--- src/hdl/srft_pkg.sv ---
// Shared types, constants and controller/datapath interface of the session relay table.
package srft_pkg;

  // Default table geometry
  localparam int unsigned SessionsDefault = 16;
  localparam int unsigned MembersDefault  = 8;

  // Configuration port
  localparam int unsigned CfgIdxW = 8;
  localparam int unsigned CfgDataW = 64;

  localparam logic [CfgIdxW-1:0] CFG_MAGIC_TOKEN      = 8'd0;
  localparam logic [CfgIdxW-1:0] CFG_MIN_LENGTH       = 8'd1;
  localparam logic [CfgIdxW-1:0] CFG_TIMEOUT_SECONDS  = 8'd2;
  localparam logic [CfgIdxW-1:0] CFG_CLEANUP_INTERVAL = 8'd3;

  // Register reset values
  localparam logic [63:0] MagicReset   = 64'hDEAD_BEEF_CAFE_BABE;
  localparam logic [15:0] MinLenReset  = 16'd24;
  localparam logic [16:0] TimeoutReset = 17'd60;
  localparam logic [19:0] IntervalReset = 20'd1000;

  // Result status codes
  typedef enum logic [2:0] {
    ST_FWD       = 3'd0,
    ST_RX_ERR    = 3'd1,
    ST_SHORT     = 3'd2,
    ST_BAD_TOKEN = 3'd3,
    ST_NO_PEERS  = 3'd4,
    ST_FULL      = 3'd5
  } status_e;

  // Controller -> datapath commands
  typedef struct packed {
    logic accept;      // latch input transaction, advance reception count
    logic idx_clr;     // restart the session index
    logic sw_eval;     // aging check of the session just read
    logic lk_eval;     // lookup check of the session just read
    logic lk_commit;   // claim/refresh the chosen session
    logic mb_eval;     // compare the member just read with the sender
    logic mb_add;      // store the sender if new and room left
    logic em_eval;     // consider the member just read as a target
    logic one_load;    // load a single non-target result
    logic final_load;  // load the closing result
  } cmd_t;

  // Datapath -> controller status
  typedef struct packed {
    logic sweep_need;
    logic drop;
    logic idx_last;
    logic hit;         // session matched or free slot found
    logic m_end;       // member index reached the member count
    logic cap;         // target limit reached
    logic push_need;   // a held target must go out before the next one
    logic out_free;
  } sts_t;

endpackage

--- src/hdl/srft_ctrl.sv ---
// Controller state machine sequencing sweep, lookup, member update and target emission.
module srft_ctrl import srft_pkg::*; (
  input  logic clk_i,
  input  logic rst_ni,
  input  logic in_valid_i,
  output logic in_ready_o,
  input  sts_t sts_i,
  output cmd_t cmd_o
);

  typedef enum logic [13:0] {
    S_IDLE   = 14'b00000000000001,
    S_SW_RD  = 14'b00000000000010,
    S_SW_CMP = 14'b00000000000100,
    S_CHECK  = 14'b00000000001000,
    S_LK_RD  = 14'b00000000010000,
    S_LK_CMP = 14'b00000000100000,
    S_LK_END = 14'b00000001000000,
    S_MB_RD  = 14'b00000010000000,
    S_MB_CMP = 14'b00000100000000,
    S_MB_ADD = 14'b00001000000000,
    S_EM_RD  = 14'b00010000000000,
    S_EM_CMP = 14'b00100000000000,
    S_FINAL  = 14'b01000000000000,
    S_ONE    = 14'b10000000000000
  } state_e;

  state_e state_q, state_d;

  assign in_ready_o = (state_q == S_IDLE);

  // Next state and commands
  always_comb begin
    state_d = state_q;
    cmd_o   = '0;
    case (state_q)
      S_IDLE: begin
        if (in_valid_i) begin
          cmd_o.accept = 1'b1;
          state_d = sts_i.sweep_need ? S_SW_RD : S_CHECK;
        end
      end
      S_SW_RD: state_d = S_SW_CMP;
      S_SW_CMP: begin
        cmd_o.sw_eval = 1'b1;
        state_d = sts_i.idx_last ? S_CHECK : S_SW_RD;
      end
      S_CHECK: begin
        cmd_o.idx_clr = 1'b1;
        state_d = sts_i.drop ? S_ONE : S_LK_RD;
      end
      S_LK_RD: state_d = S_LK_CMP;
      S_LK_CMP: begin
        cmd_o.lk_eval = 1'b1;
        state_d = sts_i.idx_last ? S_LK_END : S_LK_RD;
      end
      S_LK_END: begin
        if (sts_i.hit) begin
          cmd_o.lk_commit = 1'b1;
          state_d = S_MB_RD;
        end else begin
          state_d = S_ONE;
        end
      end
      S_MB_RD: state_d = sts_i.m_end ? S_MB_ADD : S_MB_CMP;
      S_MB_CMP: begin
        cmd_o.mb_eval = 1'b1;
        state_d = S_MB_RD;
      end
      S_MB_ADD: begin
        cmd_o.mb_add = 1'b1;
        state_d = S_EM_RD;
      end
      S_EM_RD: state_d = (sts_i.m_end || sts_i.cap) ? S_FINAL : S_EM_CMP;
      S_EM_CMP: begin
        if (!sts_i.push_need || sts_i.out_free) begin
          cmd_o.em_eval = 1'b1;
          state_d = S_EM_RD;
        end
      end
      S_FINAL: begin
        if (sts_i.out_free) begin
          cmd_o.final_load = 1'b1;
          state_d = S_IDLE;
        end
      end
      S_ONE: begin
        if (sts_i.out_free) begin
          cmd_o.one_load = 1'b1;
          state_d = S_IDLE;
        end
      end
      default: state_d = S_IDLE;
    endcase
  end

  always_ff @(posedge clk_i or negedge rst_ni) begin
    if (!rst_ni) begin
      state_q <= S_IDLE;
    end else begin
      state_q <= state_d;
    end
  end

endmodule

--- config.mk ---
export PLATFORM = sky130hd
export DESIGN_NAME = srft_ctrl
export DESIGN_NICKNAME = d
export VERILOG_FILES = /design/src/hdl/srft_pkg.sv /design/src/hdl/srft_ctrl.sv
export SDC_FILE = /design/constraint.sdc
export NUM_CORES = 1
export LEC_CHECK = 0
export BUFFER_PORTS_ARGS = -buffer_cell sky130_fd_sc_hd__buf_2
export CORE_MARGIN = 2
export CORE_UTILIZATION = 45
export CTS_CLUSTER_DIAMETER = 150
export DETAILED_ROUTE_END_ITERATION = 12
export GPL_ROUTABILITY_DRIVEN = 0
export PLACE_DENSITY = 0.69
export SLEW_MARGIN = 15
export SYNTH_ARGS = -nofsm -noshare
export SYNTH_HDL_FRONTEND = slang
export SYNTH_SLANG_ARGS = --single-unit
--- constraint.sdc ---
create_clock -name clk_i -period 3.55 [get_ports clk_i]
set_input_delay 0.71 -clock clk_i [delete_from_list [all_inputs] [get_ports clk_i]]
set_output_delay 0.71 -clock clk_i [all_outputs]
set_load 0.01 [all_outputs]
==> out/results.txt <==
The setup TNS was 0 ps. The tools report the type of element capturing the critical path as an output pin. The largest registers in the layout are state_q: 14 flops. Setup repair after global routing left no endpoint under its margin. Counting cells, the worst reg-to-reg path comes to 5.

Relative max-transition margin: 64.9%. Setup violations remaining at the end of the flow were counted as 0. For the overall global routing resource usage, the log shows 18.5%. The number of buffers inserted to repair setup after CTS is 0, and the post-route DRC violation count is 0. The tools report the data required time at the worst endpoint as 2840 ps. Leaving out fill and tap cells, the most frequent cell in the layout is buf_2. The run gives 551 ps as the final worst-path setup slack.

The initial core utilization was 47.4%. The top register by number of flip-flops is state_q. Clock tree synthesis inserted a total of 3 buffers. In this run the worst hold path is classified as input port to asynchronous set/reset pin. Counting flops with an async set or reset pin after synthesis yields a share of 100%.

The tools report the initial antenna violation count as 0. The flip-flop count of the largest register after layout was 14; the count of placed standard cells including taps was 145. Static timing analysis puts the maximum clock frequency at 333 MHz. The worst setup path category was flip-flop to output pin. Clock-pin slew was measured on the worst setup and hold paths at 80 ps.

VDD sags by at most 0.000282 V. Final hold violation count: 0. The clock reaches the later pin of the worst-skew pair after 280 ps.

The critical path starts at state_q[7]. The sequential area share after synthesis came out at 38.2%. The die area came out at 0.00242 mm2. Input and output buffers added on the ports amount to 21. The filler cells instantiated in the layout total 191. The number of slew-limit violations in the final report was 0; the power per unit of standard cell area was 569 mW/mm2. Along the worst path, the maximum fanout reaches 6.

For the max-capacitance violation count, the log shows 0. The synthesized design contains 0 enable-type register cells. The flow ran to the end, and the final reports show no timing, DRC or antenna violations.

For this block, the via count after detailed routing is 803. The final net count is 134. The logs give 110 for the number of nets produced by synthesis and 22 for the number of top-level design ports. The tools report the netlist area before placement as 920 um2. The first global-routing pass estimated 3450 um of wire.

The count of hold-fix buffers inserted at cts was 0. For this run, the number of standard cells in the final layout without fillers is 149. Half-perimeter wire length of the detailed placement result: 1570 um. The logs give 40 for the distinct cell type count of the synthesized netlist and 0 for the number of diodes added for antenna fixing.

The via count of the first global-routing pass was 747; the leakage power summed over all cells was 0.507 nW. The pin slew with the least headroom to its limit is 521 ps, and the post-placement worst setup slack is 877 ps. The number of standard-cell rows in the floorplan was 16. The library cells used most frequently in the layout, excluding fill and tap cells, are buf_2 (21), nor2_1 (15), dfrtp_1 (13), nor4_1 (5). The root buffer cell chosen for the clock tree is clkbuf_4. The worst register-to-register path ends at state_q[13]. For this run, the leading register cell type out of synthesis is dfrtp_1.

The tools report the final clock skew as 1.97 ps. Counting flops and latches in the post-synthesis netlist gives 14. Dividing the final minimum period by the clock period gives 84.5%.

The layout-stage area growth over the synthesis result came out at 16.7%. Cells with a size suffix above 1 make up 26.2% of the layout. The final global-route overflow total was 0. In this run the standard cell core region covers 0.00194 mm2. The die boundary width was 49.2 um. The tools report the number of iterations in the first detailed-routing pass as 6. The tools report the startpoint class of the critical path as a flip-flop. For flop-to-flop paths, the worst setup slack is 1370 ps. After the first detailed-routing iteration, the DRC count stood at 20.

For this design, the sink count on the clock tree is 14. The maximum buffer depth of the clock tree was 2. The H-tree level count is 1, and the post-cts sizing count is 0. For the finished layout, the period the worst path requires is 3000 ps. The tools report the pin count of the biggest net entering global routing as 15.

For this run, the number of Yosys warnings is 0. In this run the worst setup path terminates at cmd_o[9]. The cell count after synthesis came out at 99. After detailed routing, the number of vias per cell comes to 5.39. The height of the chip is 49.2 um. The startpoint identified for the worst register-to-register timing path is state_q[7].

The synthesized area divided by synthesized cell count came out at 9.29 um2. TritonCTS built the clock tree. The number of nets still failing antenna checks after routing came out at 0. For the total length of routed wires, the log shows 1990 um.

At the worst endpoint, the arrival time is 2290 ps. After detailed routing, the average wire length per cell comes to 13.4 um.
-- report_power, final --
group | internal, mW | switching, mW | total, mW
clock network | 0.0625 | 0.0534 | 0.116
registers | 0.186 | 0.0324 | 0.218
logic | 0.119 | 0.158 | 0.277
-- worst max-delay path: stages, from the launching register on --
cell	delay [ps]
dfrtp_1	450
nor3_1	440
nand4b_2	210
or4_4	570
inv_1	110
and2_1	120
buf_2	120
-- metrics by stage --
stage | total power, mW | hold slack, ps | area, um2 | utilization, %
6_report | 0.611 | 300 | 1070 | 55.3
5_1_grt | 0.655 | 316 | 1070 | 55.3
4_1_cts | 0.610 | 309 | 1070 | 55.3
3_5_place_dp | 0.495 | 520 | 1040 | 53.4
3_3_place_gp | 0.490 | 501 | 1040 | 53.4
2_1_floorplan | 0.420 | 414 | 920 | -
-- kinds of logic after synthesis --
logic type | synth area share, %
and+or+nand+nor | 39.0
AOI/OAI and AO/OA | 15.0
DFF | 38.2
xor gates and xnor gates | 3.81
buffers and inverters | 3.95
-- Yosys cell counts, types with 2 or more instances --
| library cell | instances | area (um2) |
|---|---|---|
| a21oi_1 | 3 | 15.0 |
| and2_1 | 3 | 18.8 |
| dfrtp_1 | 13 | 325 |
| inv_1 | 4 | 15.0 |
| nand2_1 | 4 | 15.0 |
| nand2b_1 | 4 | 25.0 |
| nand3_1 | 3 | 15.0 |
| nand3b_1 | 2 | 15.0 |
| nor2_1 | 15 | 56.3 |
| nor2b_1 | 2 | 12.5 |
| nor3_1 | 3 | 15.0 |
| nor3b_1 | 3 | 22.5 |
| nor4_1 | 5 | 31.3 |
| nor4b_1 | 2 | 17.5 |
| o21ai_0 | 3 | 15.0 |
| o2bb2ai_1 | 2 | 17.5 |
| or2_2 | 2 | 12.5 |
| or4_1 | 2 | 15.0 |
| xnor2_1 | 3 | 26.3 |
-- worst min path at each step --
stage,cells after the start,slack (ps),start,endpoint
4_1_cts,1,310,rst_ni,state_q[7]
3_3_place_gp,1,500,state_q[2],state_q[2]
2_1_floorplan,0,410,rst_ni,state_q[10]
5_1_grt,1,320,rst_ni,state_q[7]
6_report,1,300,rst_ni,state_q[5]
3_5_place_dp,1,520,state_q[2],state_q[2]
-- final cells by class --
type	instances	area, um2	share of cell area (%)
Inverter	4	15.0	1.40
Clock buffer	4	36.3	3.38
Multi-Input combinational cell	79	532	49.5
Sequential cell	14	352	32.8
Timing Repair Buffer	21	105	9.79
Tap cell	27	33.8	3.15
-- metal layers --
metal | track usage, % | wire (um) | vias up
li1 | - | - | 418
met4 | 8.57 | 31 | 0
met2 | 29.3 | 914 | 19
met3 | 2.15 | 74 | 4
met1 | 25.1 | 971 | 362
met5 | 0 | 0 | -
No activity file was read; power rests on OpenSTA's default activity.
